==> src/rtl/ffsa_pkg.sv <==
// ----------------------------------------------------------------------------
// ffsa_pkg
// Types and constants shared by the first-fit segment allocator.
// ----------------------------------------------------------------------------
`default_nettype none

package ffsa_pkg;

    localparam int FFSA_MEM_BYTES    = 1024;
    localparam int FFSA_MAX_SEGMENTS = 32;

    // request and result field widths
    localparam int REQ_SIZE_W = 11;
    localparam int BLK_ADDR_W = 10;
    localparam int STATUS_W   = 2;

    typedef enum logic {
        CMD_ALLOC = 1'b0,
        CMD_FREE  = 1'b1
    } cmd_t;

    typedef enum logic [STATUS_W-1:0] {
        STATUS_OK         = 2'd0,
        STATUS_NO_FIT     = 2'd1,
        STATUS_TABLE_FULL = 2'd2,
        STATUS_NOT_FOUND  = 2'd3
    } status_t;

    typedef enum logic [2:0] {
        ST_INIT,
        ST_IDLE,
        ST_SCAN,
        ST_SHIFT,
        ST_WR_LO,
        ST_WR_HI,
        ST_DONE
    } state_t;

endpackage

`default_nettype wire

==> src/rtl/first_fit_segment_allocator.sv <==
// ----------------------------------------------------------------------------
// first_fit_segment_allocator
// Ordered segment table with first-fit allocate (split on partial fit) and
// free by start address. Freed segments are not merged.
// ----------------------------------------------------------------------------
// One request at a time. The table lives in a one-write, one-read memory of
// MAX_SEGMENTS entries with registered read data, and that single read port
// sets the pace: a request walks the table one entry per cycle, stopping at
// the first match or after the last of the n current entries. An allocate
// that splits at entry i then moves the n - i - 1 entries behind the hit up
// by one, one per cycle, and then writes the shrunk entry and the new tail
// entry. An allocate of size zero answers with no-fit without walking the
// table. After reset the block writes the initial whole-memory entry in
// ST_INIT before s_tready rises. The result sits in an output register; the
// block takes the next request while it waits.
// ----------------------------------------------------------------------------
`default_nettype none

module first_fit_segment_allocator #(
    parameter int MEM_BYTES    = ffsa_pkg::FFSA_MEM_BYTES,
    parameter int MAX_SEGMENTS = ffsa_pkg::FFSA_MAX_SEGMENTS
) (
    input  wire logic        aclk,
    input  wire logic        aresetn,
    input  wire logic        s_tvalid,
    output logic             s_tready,
    input  wire logic [23:0] s_tdata,   // [10:0] request_size, [20:11] block_address
    input  wire logic [0:0]  s_tuser,   // [0] command
    output logic             m_tvalid,
    input  wire logic        m_tready,
    output logic [15:0]      m_tdata    // [9:0] granted_address, [11:10] status
);
    import ffsa_pkg::*;

    localparam int AW = (MEM_BYTES > 1) ? $clog2(MEM_BYTES) : 1;   // start offset
    localparam int SW = $clog2(MEM_BYTES + 1);                      // segment size
    localparam int EW = 1 + SW + AW;                                // used, size, start
    localparam int IW = (MAX_SEGMENTS > 1) ? $clog2(MAX_SEGMENTS) : 1;
    localparam int CW = $clog2(MAX_SEGMENTS + 1);
    localparam int KW = (SW > REQ_SIZE_W) ? SW : REQ_SIZE_W;
    localparam int KA = (AW > BLK_ADDR_W) ? AW : BLK_ADDR_W;

    // segment table
    logic [EW-1:0] seg_mem [MAX_SEGMENTS];
    logic [EW-1:0] rd_data_reg;

    logic          we_c;
    logic [IW-1:0] wa_c;
    logic [EW-1:0] wd_c;
    logic [IW-1:0] ra_c;

    state_t                 state_reg, state_next;
    logic [CW-1:0]          n_reg, n_next;
    cmd_t                   cmd_reg, cmd_next;
    logic [REQ_SIZE_W-1:0]  req_reg, req_next;
    logic [BLK_ADDR_W-1:0]  addr_reg, addr_next;
    logic [CW-1:0]          scan_idx_reg, scan_idx_next;
    logic                   chk_vld_reg, chk_vld_next;
    logic [IW-1:0]          chk_idx_reg, chk_idx_next;
    logic [IW-1:0]          hit_idx_reg, hit_idx_next;
    logic [AW-1:0]          hit_start_reg, hit_start_next;
    logic [SW-1:0]          hit_size_reg, hit_size_next;
    logic [AW-1:0]          tail_reg, tail_next;
    logic [CW-1:0]          sh_k_reg, sh_k_next;
    logic                   pend_reg, pend_next;
    logic [IW-1:0]          pend_dst_reg, pend_dst_next;
    logic [BLK_ADDR_W-1:0]  res_addr_reg, res_addr_next;
    status_t                res_status_reg, res_status_next;
    logic                   m_tvalid_reg, m_tvalid_next;
    logic [15:0]            m_tdata_reg, m_tdata_next;

    logic [AW-1:0] rd_start;
    logic [SW-1:0] rd_size;
    logic          rd_used;
    logic [KW-1:0] rd_size_ext;
    logic [KW-1:0] req_ext;
    logic [KA-1:0] rd_start_ext;
    logic [KA-1:0] addr_ext;
    logic [KA-1:0] tail_ext;
    logic          alloc_hit;
    logic          free_hit;
    logic          chk_last;
    logic [CW-1:0] sh_km1;
    logic [SW-1:0] lo_size;

    assign rd_start     = rd_data_reg[AW-1:0];
    assign rd_size      = rd_data_reg[AW +: SW];
    assign rd_used      = rd_data_reg[EW-1];
    assign rd_size_ext  = KW'(rd_size);
    assign req_ext      = KW'(req_reg);
    assign rd_start_ext = KA'(rd_start);
    assign addr_ext     = KA'(addr_reg);
    assign tail_ext     = KA'(tail_reg);
    assign alloc_hit    = !rd_used && (rd_size_ext >= req_ext);
    assign free_hit     = (rd_start_ext == addr_ext);
    assign chk_last     = ((CW'(chk_idx_reg) + CW'(1)) == n_reg);
    assign sh_km1       = sh_k_reg - CW'(1);
    assign lo_size      = hit_size_reg - SW'(req_reg);

    assign s_tready = (state_reg == ST_IDLE);
    assign m_tvalid = m_tvalid_reg;
    assign m_tdata  = m_tdata_reg;

    // table memory: one write port, one registered read port
    always_ff @(posedge aclk) begin
        if (we_c) begin
            seg_mem[wa_c] <= wd_c;
        end
        rd_data_reg <= seg_mem[ra_c];
    end

    always_ff @(posedge aclk) begin
        if (!aresetn) begin
            state_reg    <= ST_INIT;
            n_reg        <= CW'(1);
            chk_vld_reg  <= 1'b0;
            pend_reg     <= 1'b0;
            m_tvalid_reg <= 1'b0;
        end else begin
            state_reg    <= state_next;
            n_reg        <= n_next;
            chk_vld_reg  <= chk_vld_next;
            pend_reg     <= pend_next;
            m_tvalid_reg <= m_tvalid_next;
        end
    end

    always_ff @(posedge aclk) begin
        cmd_reg        <= cmd_next;
        req_reg        <= req_next;
        addr_reg       <= addr_next;
        scan_idx_reg   <= scan_idx_next;
        chk_idx_reg    <= chk_idx_next;
        hit_idx_reg    <= hit_idx_next;
        hit_start_reg  <= hit_start_next;
        hit_size_reg   <= hit_size_next;
        tail_reg       <= tail_next;
        sh_k_reg       <= sh_k_next;
        pend_dst_reg   <= pend_dst_next;
        res_addr_reg   <= res_addr_next;
        res_status_reg <= res_status_next;
        m_tdata_reg    <= m_tdata_next;
    end

    always_comb begin
        state_next      = state_reg;
        n_next          = n_reg;
        cmd_next        = cmd_reg;
        req_next        = req_reg;
        addr_next       = addr_reg;
        scan_idx_next   = scan_idx_reg;
        chk_vld_next    = chk_vld_reg;
        chk_idx_next    = chk_idx_reg;
        hit_idx_next    = hit_idx_reg;
        hit_start_next  = hit_start_reg;
        hit_size_next   = hit_size_reg;
        tail_next       = tail_reg;
        sh_k_next       = sh_k_reg;
        pend_next       = pend_reg;
        pend_dst_next   = pend_dst_reg;
        res_addr_next   = res_addr_reg;
        res_status_next = res_status_reg;
        m_tvalid_next   = m_tvalid_reg;
        m_tdata_next    = m_tdata_reg;

        we_c = 1'b0;
        wa_c = '0;
        wd_c = '0;
        ra_c = scan_idx_reg[IW-1:0];

        // drop the output word once taken
        if (m_tvalid_reg && m_tready) begin
            m_tvalid_next = 1'b0;
        end

        case (state_reg)
            ST_INIT: begin
                // one free segment over the whole memory
                we_c       = 1'b1;
                wa_c       = '0;
                wd_c       = {1'b0, SW'(MEM_BYTES), AW'(0)};
                state_next = ST_IDLE;
            end

            ST_IDLE: begin
                if (s_tvalid) begin
                    cmd_next        = cmd_t'(s_tuser[0]);
                    req_next        = s_tdata[REQ_SIZE_W-1:0];
                    addr_next       = s_tdata[REQ_SIZE_W +: BLK_ADDR_W];
                    scan_idx_next   = '0;
                    chk_vld_next    = 1'b0;
                    res_addr_next   = '0;
                    res_status_next = STATUS_OK;
                    if ((cmd_t'(s_tuser[0]) == CMD_ALLOC) &&
                        (s_tdata[REQ_SIZE_W-1:0] == '0)) begin
                        res_status_next = STATUS_NO_FIT;
                        state_next      = ST_DONE;
                    end else begin
                        state_next = ST_SCAN;
                    end
                end
            end

            ST_SCAN: begin
                if (chk_vld_reg && (cmd_reg == CMD_FREE) && free_hit) begin
                    we_c       = 1'b1;
                    wa_c       = chk_idx_reg;
                    wd_c       = {1'b0, rd_size, rd_start};
                    state_next = ST_DONE;
                end else if (chk_vld_reg && (cmd_reg == CMD_ALLOC) && alloc_hit) begin
                    hit_idx_next   = chk_idx_reg;
                    hit_start_next = rd_start;
                    hit_size_next  = rd_size;
                    if (rd_size_ext == req_ext) begin
                        we_c          = 1'b1;
                        wa_c          = chk_idx_reg;
                        wd_c          = {1'b1, rd_size, rd_start};
                        res_addr_next = rd_start_ext[BLK_ADDR_W-1:0];
                        state_next    = ST_DONE;
                    end else if (n_reg == CW'(MAX_SEGMENTS)) begin
                        res_status_next = STATUS_TABLE_FULL;
                        state_next      = ST_DONE;
                    end else begin
                        sh_k_next  = n_reg;
                        pend_next  = 1'b0;
                        state_next = ST_SHIFT;
                    end
                end else if (chk_vld_reg && chk_last) begin
                    res_status_next = (cmd_reg == CMD_FREE) ? STATUS_NOT_FOUND
                                                            : STATUS_NO_FIT;
                    state_next      = ST_DONE;
                end else if (scan_idx_reg < n_reg) begin
                    // advance the read one entry ahead of the compare
                    ra_c          = scan_idx_reg[IW-1:0];
                    chk_vld_next  = 1'b1;
                    chk_idx_next  = scan_idx_reg[IW-1:0];
                    scan_idx_next = scan_idx_reg + CW'(1);
                end else begin
                    chk_vld_next = 1'b0;
                end
            end

            ST_SHIFT: begin
                // move entries up by one, from the end down to just past the hit
                if (pend_reg) begin
                    we_c = 1'b1;
                    wa_c = pend_dst_reg;
                    wd_c = rd_data_reg;
                end
                if (sh_k_reg > (CW'(hit_idx_reg) + CW'(1))) begin
                    ra_c          = sh_km1[IW-1:0];
                    pend_next     = 1'b1;
                    pend_dst_next = sh_k_reg[IW-1:0];
                    sh_k_next     = sh_km1;
                end else begin
                    pend_next  = 1'b0;
                    state_next = ST_WR_LO;
                end
            end

            ST_WR_LO: begin
                we_c       = 1'b1;
                wa_c       = hit_idx_reg;
                wd_c       = {1'b0, lo_size, hit_start_reg};
                tail_next  = hit_start_reg + AW'(lo_size);
                state_next = ST_WR_HI;
            end

            ST_WR_HI: begin
                we_c          = 1'b1;
                wa_c          = hit_idx_reg + IW'(1);
                wd_c          = {1'b1, SW'(req_reg), tail_reg};
                n_next        = n_reg + CW'(1);
                res_addr_next = tail_ext[BLK_ADDR_W-1:0];
                state_next    = ST_DONE;
            end

            ST_DONE: begin
                // hold until the output register is free
                if (!m_tvalid_reg || m_tready) begin
                    m_tvalid_next = 1'b1;
                    m_tdata_next  = {4'b0000, res_status_reg, res_addr_reg};
                    state_next    = ST_IDLE;
                end
            end

            default: begin
                state_next = ST_IDLE;
            end
        endcase
    end

endmodule

`default_nettype wire

==> config.mk <==
export PLATFORM = sky130hd
export DESIGN_NAME = first_fit_segment_allocator
export DESIGN_NICKNAME = d
export VERILOG_FILES = /design/src/rtl/ffsa_pkg.sv /design/src/rtl/first_fit_segment_allocator.sv
export SDC_FILE = /design/constraint.sdc
export NUM_CORES = 1
export LEC_CHECK = 0
export ABC_AREA = 1
export BUFFER_PORTS_ARGS = -buffer_cell sky130_fd_sc_hd__buf_2
export CORE_MARGIN = 2
export CORE_UTILIZATION = 45
export DETAILED_ROUTE_END_ITERATION = 12
export GPL_ROUTABILITY_DRIVEN = 0
export SKIP_CTS_REPAIR_TIMING = 1
export SLEW_MARGIN = 20
export SYNTH_ARGS = -nofsm -noshare
export SYNTH_HDL_FRONTEND = slang
export SYNTH_SLANG_ARGS = --single-unit
export TNS_END_PERCENT = 1
==> constraint.sdc <==
create_clock -name aclk -period 4.97 [get_ports aclk]
set_input_delay 0.497 -clock aclk [delete_from_list [all_inputs] [get_ports aclk]]
set_output_delay 0.497 -clock aclk [all_outputs]
set_load 0.02 [all_outputs]
-- Word-level counts from Yosys, hierarchy flattened
Memory sizes are Yosys's and may differ from the RTL's. A register that Yosys moved wholly into a read port is not among the register bits.
Cells that the tools add are included.
- bits in registers: 116
- bits in latches: 0
- bits in writable memories: 704
- memory bits (read-only): 0
- bits of input ports: 29
- output and inout bits: 18
- word-level logic and storage cells: 161
- memories kept: 1
- add/sub/neg operators: 8
- $mul: 0
- divide/modulo/power cells: 0
- $lt $le $gt $ge: 3
- equal/unequal tests: 26
- shifts and indexed selects: 0
- muxes and demuxes: 70
- bitwise logic cells: 5
- reduce and logical (&&, ||, !) cells: 29
- memories (name ; words ; bits a word ; read ports ; clocked after Yosys merged registers in ; wr ports ; RTL line ; RTL):
    seg_mem ; 32 ; 22 ; 1 ; 1 ; 1 ; first_fit_segment_allocator.sv:44 ; logic [EW-1:0] seg_mem [MAX_SEGMENTS];
- operators with widths (kind ; number):
    22-bit one-hot mux with 5 select lines ; 1
    22-bit 2-to-1 mux ; 4
    6-bit 2-to-1 mux ; 10
    10-bit 2-to-1 mux ; 4
    5-bit 2-to-1 mux ; 6
    10-bit one-hot mux with 3 select lines ; 1
    3-bit 2-to-1 mux ; 9
    2-bit != test, second input constant ; 12
    6-bit one-hot mux with 2 select lines ; 2
    1-bit 2-to-1 mux ; 20
    5-bit one-hot mux with 4 select lines ; 1
    5-bit AND reduction ; 4
    3-bit one-hot mux with 6 select lines ; 1
    6-bit AND reduction ; 3
    2-bit 2-to-1 mux ; 7
    5-bit by 1-bit adder with 6-bit output, second input constant ; 2
    6-bit by 1-bit adder with 6-bit output, second input constant ; 2
    11-bit equality test ; 1
    11-bit >= comparator ; 1
    11-bit logical NOT ; 1
    11-bit subtractor ; 1
    10-bit adder ; 1
    10-bit equality test ; 1
    3-bit equality test, second input constant ; 3
    24 further kinds ; 43

-- Longest topological paths before layout
Gate-level depths: netlist (run 1).
- depth in word-level cells: 8
- mapped depth: 22
- depth with buffers taken out: 20

-- Worst setup path after synthesis (run 1)
Ideal clock, no wire load.
- path type: register to register
- start: register state_reg[0]
- end: register scan_idx_reg[0] (enable)
- library setup time: 379 ps
- data arrival time: 2899 ps
- required time: 4591 ps
- path slack: 1691 ps
- cell stages (with the launch flop): 9
- path buffers: 0
- period minus slack after synthesis: 3279 ps
- cell sequence: dfxtp_1 -> inv_2 -> nor2_1 -> inv_1 -> nor2_1 -> inv_1 -> nor2_1 -> nor2_1 -> a211oi_1
- word-level cells in the longest chain between the ends: 3
- elaborated cells on any way between the ends: 9
- those cells by class: eq/ne (7); reduce/logical (2)
- RTL lines (what ; RTL line ; RTL):
    start, declared ; first_fit_segment_allocator.sv:52 ; state_t state_reg, state_next;
    start signal, assigned ; first_fit_segment_allocator.sv:120 ; state_reg <= state_next;
    3-bit by 1-bit equality test with 1-bit output * ; - ;
    net s_tready ; first_fit_segment_allocator.sv:26 ; output logic s_tready,
    2-bit != test (no line) / 2-bit nonzero test (equally long branches) ; - ;
    6-bit AND reduction (no line) * ; - ;
    end signal, assigned ; first_fit_segment_allocator.sv:132 ; scan_idx_reg <= scan_idx_next;
    end, declared ; first_fit_segment_allocator.sv:57 ; logic [CW-1:0] scan_idx_reg, scan_idx_next;
Mark *: on every way through the listed nets, which the timed path passes. The rest lies on a longest branch.
A chain may end at the register's enable or synchronous reset.

-- Final worst setup path (run 1)
- start: register hit_idx_reg[0]
- end: register rd_data_reg[19], read port of seg_mem
- word-level cells in the longest chain between the ends: 4
- RTL lines (what ; RTL line ; RTL):
    start, declared ; first_fit_segment_allocator.sv:60 ; logic [IW-1:0] hit_idx_reg, hit_idx_next;
    start signal, assigned ; first_fit_segment_allocator.sv:134 ; hit_idx_reg <= hit_idx_next;
    5-bit by 1-bit adder with 6-bit output ; first_fit_segment_allocator.sv:250 ; if (sh_k_reg > (CW'(hit_idx_reg) + CW'(1))) begin
    6-bit greater-than comparator ; first_fit_segment_allocator.sv:250 ;
    5-bit 2-to-1 mux ; first_fit_segment_allocator.sv:250 ;
    5-bit 2-to-1 mux ; - ;
    end, declared ; first_fit_segment_allocator.sv:45 ; logic [EW-1:0] rd_data_reg;
Every way passes these cells.

==> impl_results.md, run 1 <==
* Post-route DRC at 0
* Largest family of logic cells by synthesized area: simple AND/OR/NAND/NOR gates
* Total chip power at about 0.023 W
* HPWL after detailed placement at 56000 um
* Synth Cell Area at 37600 sq um
* Die ar. at 85900 sq um
* Clock latency at the later pin of the worst-skew pair at approximately 0.64 ns
* Commonest non-fill, non-tap cell in the layout: nand2_1
* Total global-route track usage at 0.231
* Hold path cells at 1
* Cells after Synth at 3503
* Hold crit path type: in2reg
* Crit path kind: reg2reg
* Delay of the slowest cell on the worst path at 0.57 ns
* Vias/cell at 5.43
* Die Wd at slightly below 300 um
* Most frequent cells in the layout: 859 x nand2_1, 808 x edfxtp_1, 719 x nand3_1
* First-pass GRT wire length at 150000 um
* Sequential area share after synthesis at 0.663
* Final net count at between 3k and 4k
* CP max stage cell: nand2_8
* Simple-gate share of the synthesized area at 0.228
* DRT iter0 DRCs at 2356
* Worst Setup Start Kind: register
* Final ANT Viol Nets at 0
* Worst-path maximum fanout at 70
* Worst Path Arrival at 4.80 ns
* Maximum buffer depth of the clock tree at 3
* Starting density of the core at 0.452
* Initial antenna violation count at 0
* Synth top area share at 0.645
* RR Startpoint: hit_idx_reg[0]
* Adder-cell share of the synthesized area at 0.0167
* Top post-synthesis cells by area: edfxtp_1 64%, nand3_1 9.6%, nand2_1 8.6%
* CTS Buf Count at 89
* Layout cells sized above 1 at 0.0902
* Row count at around 110
* XOR/XNOR share of the synthesized area at 0.00792
* Setup tns final at 0 ns
* Tcrit/Tclk final at 0.854
* P_leak at approximately 17 nW
* CP Capture Type: register
* Post-synthesis mux area share at 0
* R2R cell count at 20
* Reg2reg setup slack at ~0.73 ns
* Vias at 25.4k
* CTS Root Cell: clkbuf_16
* Drt first pass iters at 7
* Dominant synthesized flop cell: edfxtp_1
* Synth Area in Compound Gates at 0.0192
* RSZ-0062 raised after global routing: no
* Dpl cell area at 39500 sq um
* Post-synth EDFFs at between 800 and 900
* Pin count of the biggest net entering global routing at 171
* Slew Limit Fails at 0
* Status: finished clean
* #FFs+latches synth at 842
* Area Growth Syn to Fin at 12.5%
* Largest area contributor in the netlist: edfxtp_1
* FFs w/ async S/R, synth at 0
* Max VDD drop at 0.000374 V
* Detailed Route WL at 99000 um
* Worst-Margin Slew at 1.10 ns
* Final hold violation count at 0
* Avg Inst Size Synth at 10.7 sq um
* Clock Pin Slew Worst Setup and Hold Paths at 0.06 ns
* Unique masters post-synth at 49
* Max cap viols at 0
* Final setup viols at 0
* H-tree level count at 3
* Post-layout instance area at about 42000 sq um
* Worst path required time at about 5.5 ns
* Wire per inst at 21.1 um
* Power Density at 545 nW/um^2
* Reg-to-Reg End: rd_data_reg[19]
* Hold_sp: s_tdata[12]
* Syn. warnings at 0
* Die height at around 300 um
* Clock skew at roughly 0.021 ns
* Max reg flops at 704
* Worst hold path endpoint: addr_ext[1]
* Slew HR at 0.268
* I/O pins at 47
* Congestion Overflow GR at 0
* CORE AREA at approximately 83000 sq um
* Fmax at ~240 MHz
* I/O Buffers at 39
* CTS tree: yes
* Number of global-route vias before repair at 24.0k
* Cell mode on critical path: nand2_1
* CP Cell Sequence: ha_1 > nand2_1 > nor2_1 > xor2_1 > ha_1 > nand2_1 > nor2_1 > nand2_1 > nand3_1 > nand4_1 > nand2_8 > buf_4 > nand2_1 > nand2_1 > nand2_1 > nand3_1 > nand3_1 > nand2_1 > nand2_1 > nand2_1
* Min Tclk post-route at around 4.2 ns
* Clock sink total at ~840
==> Yosys cell counts, types with 14 or more instances <==
cell type,n
nand2_1,860
clkbuf_1,38
nor3_1,14
dfxtp_1,34
buf_2,116
a21oi_1,41
edfxtp_1,808
buf_1,30
xor2_1,21
inv_1,392
o21ai_0,27
nand3b_1,155
nand3_1,719
ha_1,47
nor2_1,89
==> worst max-delay path by stage <==
stage / startpoint / end / slack (ns) / depth (start not counted)
2_1_floorplan: state_reg[0] / scan_idx_reg[0] / 1.69 / 8
3_3_place_gp: hit_idx_reg[0] / rd_data_reg[19] / 0.78 / 20
3_5_place_dp: hit_idx_reg[0] / rd_data_reg[19] / 0.78 / 20
4_1_cts: hit_idx_reg[0] / rd_data_reg[19] / 0.73 / 20
5_1_grt: hit_idx_reg[0] / rd_data_reg[19] / 0.43 / 20
6_report: hit_idx_reg[0] / rd_data_reg[19] / 0.73 / 20
==> layout make-up <==
cell class | count | area, sq um
Timing Repair Buffer | 134 | 1170
Multi-Input combinational cell | 2066 | 10500
Tap cell | 1080 | 1350
Fill cell | 7251 | 40800
Antenna cell | 1 | 2.50
Clock buffer | 119 | 2410
Clock inverter | 42 | 417
Inverter | 401 | 1510
Sequential cell | 842 | 24900
==> per-layer routing <==
metal | wire length [um] | up-vias | track usage
li1 | - | 12060 | -
met5 | 0 | - | 0
met4 | 2400 | 0 | 0.0647
met2 | 46700 | 894 | 0.378
met3 | 6640 | 167 | 0.0309
met1 | 43200 | 12305 | 0.324
==> where the power goes <==
part	total (W)	leakage (nW)	internal, W	switching (W)
Sequential	0.00914	7.71	0.00883	0.000315
Clock	0.00650	1.37	0.00382	0.00269
Combinational	0.00743	7.73	0.00208	0.00535
Total	0.0231	16.8	0.0147	0.00835
==> stage by stage <==
step	hold WS (ns)	instances	utilization	setup WS, ns
2_1_floorplan	0.400	3506	-	1.69
3_3_place_gp	0.402	4523	0.475	0.781
3_5_place_dp	0.405	4523	0.475	0.782
4_1_cts	0.000805	4684	0.509	0.732
5_1_grt	0.0151	4684	0.509	0.427
6_report	0.0356	4685	0.509	0.726
==> cells by family (layout without fill, tap and decap cells) <==
family / count (synthesis) / count (layout)
simple gates: 1862 / 1862
flops: 842 / 842
buf+inv: 598 / 696
compound gates: 117 / 117
fa+ha+maj: 49 / 49
xor+xnor: 34 / 34
other cells: 1 / 5
==> worst max-delay path, delay by kind of cell, from the launching register on <==
kind                       cells  cell delay [ns]
buffers and inverters          1             0.45
DFF                            1             0.46
adders and majority gates      2             0.55
xor gates and xnor gates       1             0.15
and+or+nand+nor               16             2.48
Power figures use the tool's default switching activity.
==> run 2: changes to the inputs <==
- ABC_AREA: 1 -> unset
==> impl_results.md, run 2 <==
* Top post-synthesis cells by area: edfxtp_1 66%, o211ai_1 9.6%, inv_1 3.2%
* Sw power at 0.00554 W
* Status: finished clean
* Die ar. at ~83000 sq um
* Unique masters post-synth at 69
* Part of the power in registers at 0.478
* Post-Place Worst Slack at 0.699 ns
* Syn. warnings at 0
* Area Growth Syn to Fin at 12.6%
* Max cap viols at 0
* Reg-to-Reg End: rd_data_reg[9]
* Slew HR at 0.260
* DRT iter0 DRCs at between 2k and 2.5k
* First-pass GRT wire length at 144000 um
* Commonest non-fill, non-tap cell in the layout: edfxtp_1
* # diodes at 0
* P_leak at 15.1 nW
* Starting density of the core at 0.454
* Tcrit/Tclk final at 0.887
* Cells after Synth at 2552
* Vias at 22.6k
* Post-synthesis mux area share at 0.0297
* Final net count at 2678
* Synth Cell Area at 36500 sq um
* I/O Buffers at 39
* Dominant synthesized flop cell: edfxtp_1
* Internal Power at ~0.013 W
* Die height at 289 um
* Setup tns final at 0 ns
* Clock skew at 0.0447 ns
* Row count at approximately 100
* Crit path kind: reg2reg
* Clock Pin Slew Worst Setup and Hold Paths at about 0.06 ns
* Power Density at roughly 460 nW/um^2
* Hold path cells at 1
* Initial antenna violation count at 1
* Hold_sp: s_tdata[1]
* RSZ-0062 raised after global routing: no
* FF/Latch Area at 24900 sq um
* Vias/cell at 6.06
* Clock sink total at roughly 840
* Worst-path maximum fanout at 109
* CTS Root Cell: clkbuf_16
* Clock latency at the later pin of the worst-skew pair at 0.66 ns
* Simple-gate share of the synthesized area at 0.0377
* Post-route DRC at 0
* HPWL after detailed placement at approximately 57000 um
* I/O pins at 47
* R2R cell count at 13
* Post-synth EDFFs at 808
* Die Wd at 289 um
* Hold crit path type: in2reg
* Slew Limit Fails at 0
* Layout cells sized above 1 at 0.152
* Fmax at 227 MHz
* Adder-cell share of the synthesized area at 0.0172
* RR Startpoint: hit_idx_reg[0]
* Final Non-Filler Cells at 3733
* Total chip power at 0.0190 W
* Maximum buffer depth of the clock tree at 3
* Post-Place Cells at 3561
* Drt first pass iters at 5
* Avg Inst Size Synth at 14.3 sq um
* XOR/XNOR share of the synthesized area at 0.0115
* Detailed Route WL at around 97000 um
* Clock network power share at 0.335
* CTS tree: yes
* Hold_ws at around 0.029 ns
* FFs w/ async S/R, synth at 0
* Largest area contributor in the netlist: edfxtp_1
* Final ANT Viol Nets at 0
* Final setup viols at 0
* Pin count of the biggest net entering global routing at 149
* Worst Path Arrival at 4.96 ns
* Max reg flops at 704
* Final hold violation count at 0
* Worst path required time at approximately 5.5 ns
* CTS Buf Count at 88
* Worst Setup Start Kind: register
* Min Tclk post-route at between 4 and 5 ns
* Count leader, synth: edfxtp_1
* CP Capture Type: register
* Most frequent cells in the layout: 808 x edfxtp_1, 466 x o211ai_1, 316 x inv_1
* H-tree level count at 3
* Congestion Overflow GR at 0
* Filler Cell Count at about 6.6k
* Max VDD drop at 0.000260 V
* Total global-route track usage at 0.231
* Worst hold path endpoint: req_ext[1]
* Final worst slack at 0.561 ns
* Worst-Margin Slew at roughly 1.1 ns
* Wire per inst at ~26 um
* Synth Area in Compound Gates at 0.165
* Comb pwr share at 0.186
* Number of global-route vias before repair at between 20k and 25k
* Sequential area share after synthesis at 0.683
* Area of the multi-input gates at between 9000 and 10000 sq um
* #FFs+latches synth at around 840
* Largest family of logic cells by synthesized area: compound AO/OA/AOI/OAI gates
* Most common library cells after synthesis: 808 x edfxtp_1, 466 x o211ai_1, 316 x inv_1, 120 x clkbuf_1, 74 x nor2_1
* Reg2reg setup slack at 0.56 ns
* CORE AREA at 80400 sq um
* Net Sw Frac at 0.291
* Synth top area share at 0.664
==> run 2: changes by cell type after synthesis, moves of 68 or more <==
cell and change:
nand2_1 -823, nand3_1 -691, o211ai_1 +458, nand3b_1 -152, clkbuf_1 +82, buf_2 -78, inv_1 -76, o2111ai_1 +68
==> run 2: cells by family (layout without fill, tap and decap cells) <==
logic type / after synthesis / in the layout
DFF: 842 / 842
other: 1 / 4
and+or+nand+nor: 247 / 247
xor gates and xnor gates: 48 / 48
AOI/OAI and AO/OA: 760 / 760
muxes: 100 / 100
buffers and inverters: 505 / 623
adders and majority gates: 49 / 49
==> run 2: worst max-delay path by stage <==
stage,startpoint,end,slack [ns],cells after the start
floorplan,hit_size_reg[0],seg_mem[0][20],1.33,11
global placement,hit_size_reg[0],tail_ext[9],0.72,15
detailed placement,hit_idx_reg[0],rd_data_reg[10],0.70,12
CTS,req_ext[0],tail_ext[9],0.68,14
global route,hit_idx_reg[0],rd_data_reg[11],0.32,13
finish,hit_idx_reg[0],rd_data_reg[9],0.56,13
==> run 2: worst max-delay path: stages (launching register included) <==
cell,delay [ns]
edfxtp_1,0.46
ha_1,0.29
nand3_1,0.12
xor2_1,0.21
ha_1,0.27
and4_1,0.24
a31oi_2,0.27
o31a_2,0.40
buf_12,0.37
buf_12,0.41
o211ai_1,0.15
o211ai_1,0.14
o2111ai_1,0.37
nor4_2,0.36
==> run 2: area by class of cell <==
| cell class | count | share of cell area |
|---|---|---|
| sequential | 842 | 0.606 |
| multi-input combinational | 1208 | 0.237 |
| clock buffer | 137 | 0.0614 |
| tap | 1060 | 0.0322 |
| inverter | 317 | 0.0291 |
| timing repair buffer | 143 | 0.0267 |
| clock inverter | 26 | 0.00700 |
==> run 2: per-stage QoR <==
step            util  area [sq um]
2_1_floorplan      -         36500
3_3_place_gp   0.475         38200
3_5_place_dp   0.475         38200
4_1_cts        0.510         41000
5_1_grt        0.512         41100
6_report       0.512         41100
==> run 2: per-layer routing <==
layer | vias up | GRT usage | routed length (um)
li1 | 10092 | - | -
met1 | 11523 | 0.326 | 42100
met2 | 817 | 0.369 | 45100
met3 | 177 | 0.0365 | 6360
met4 | 0 | 0.0749 | 3070
met5 | - | 0 | 0
==> run 2: power groups by stage <==
stage,combinational [W],sequential [W],clock (W)
global placement,0.00342,0.00921,0
global route,0.00382,0.00912,0.00675
detailed placement,0.00351,0.00923,0
floorplan,0.00229,0.00897,0
finish,0.00354,0.00909,0.00637
CTS,0.00352,0.00908,0.00649
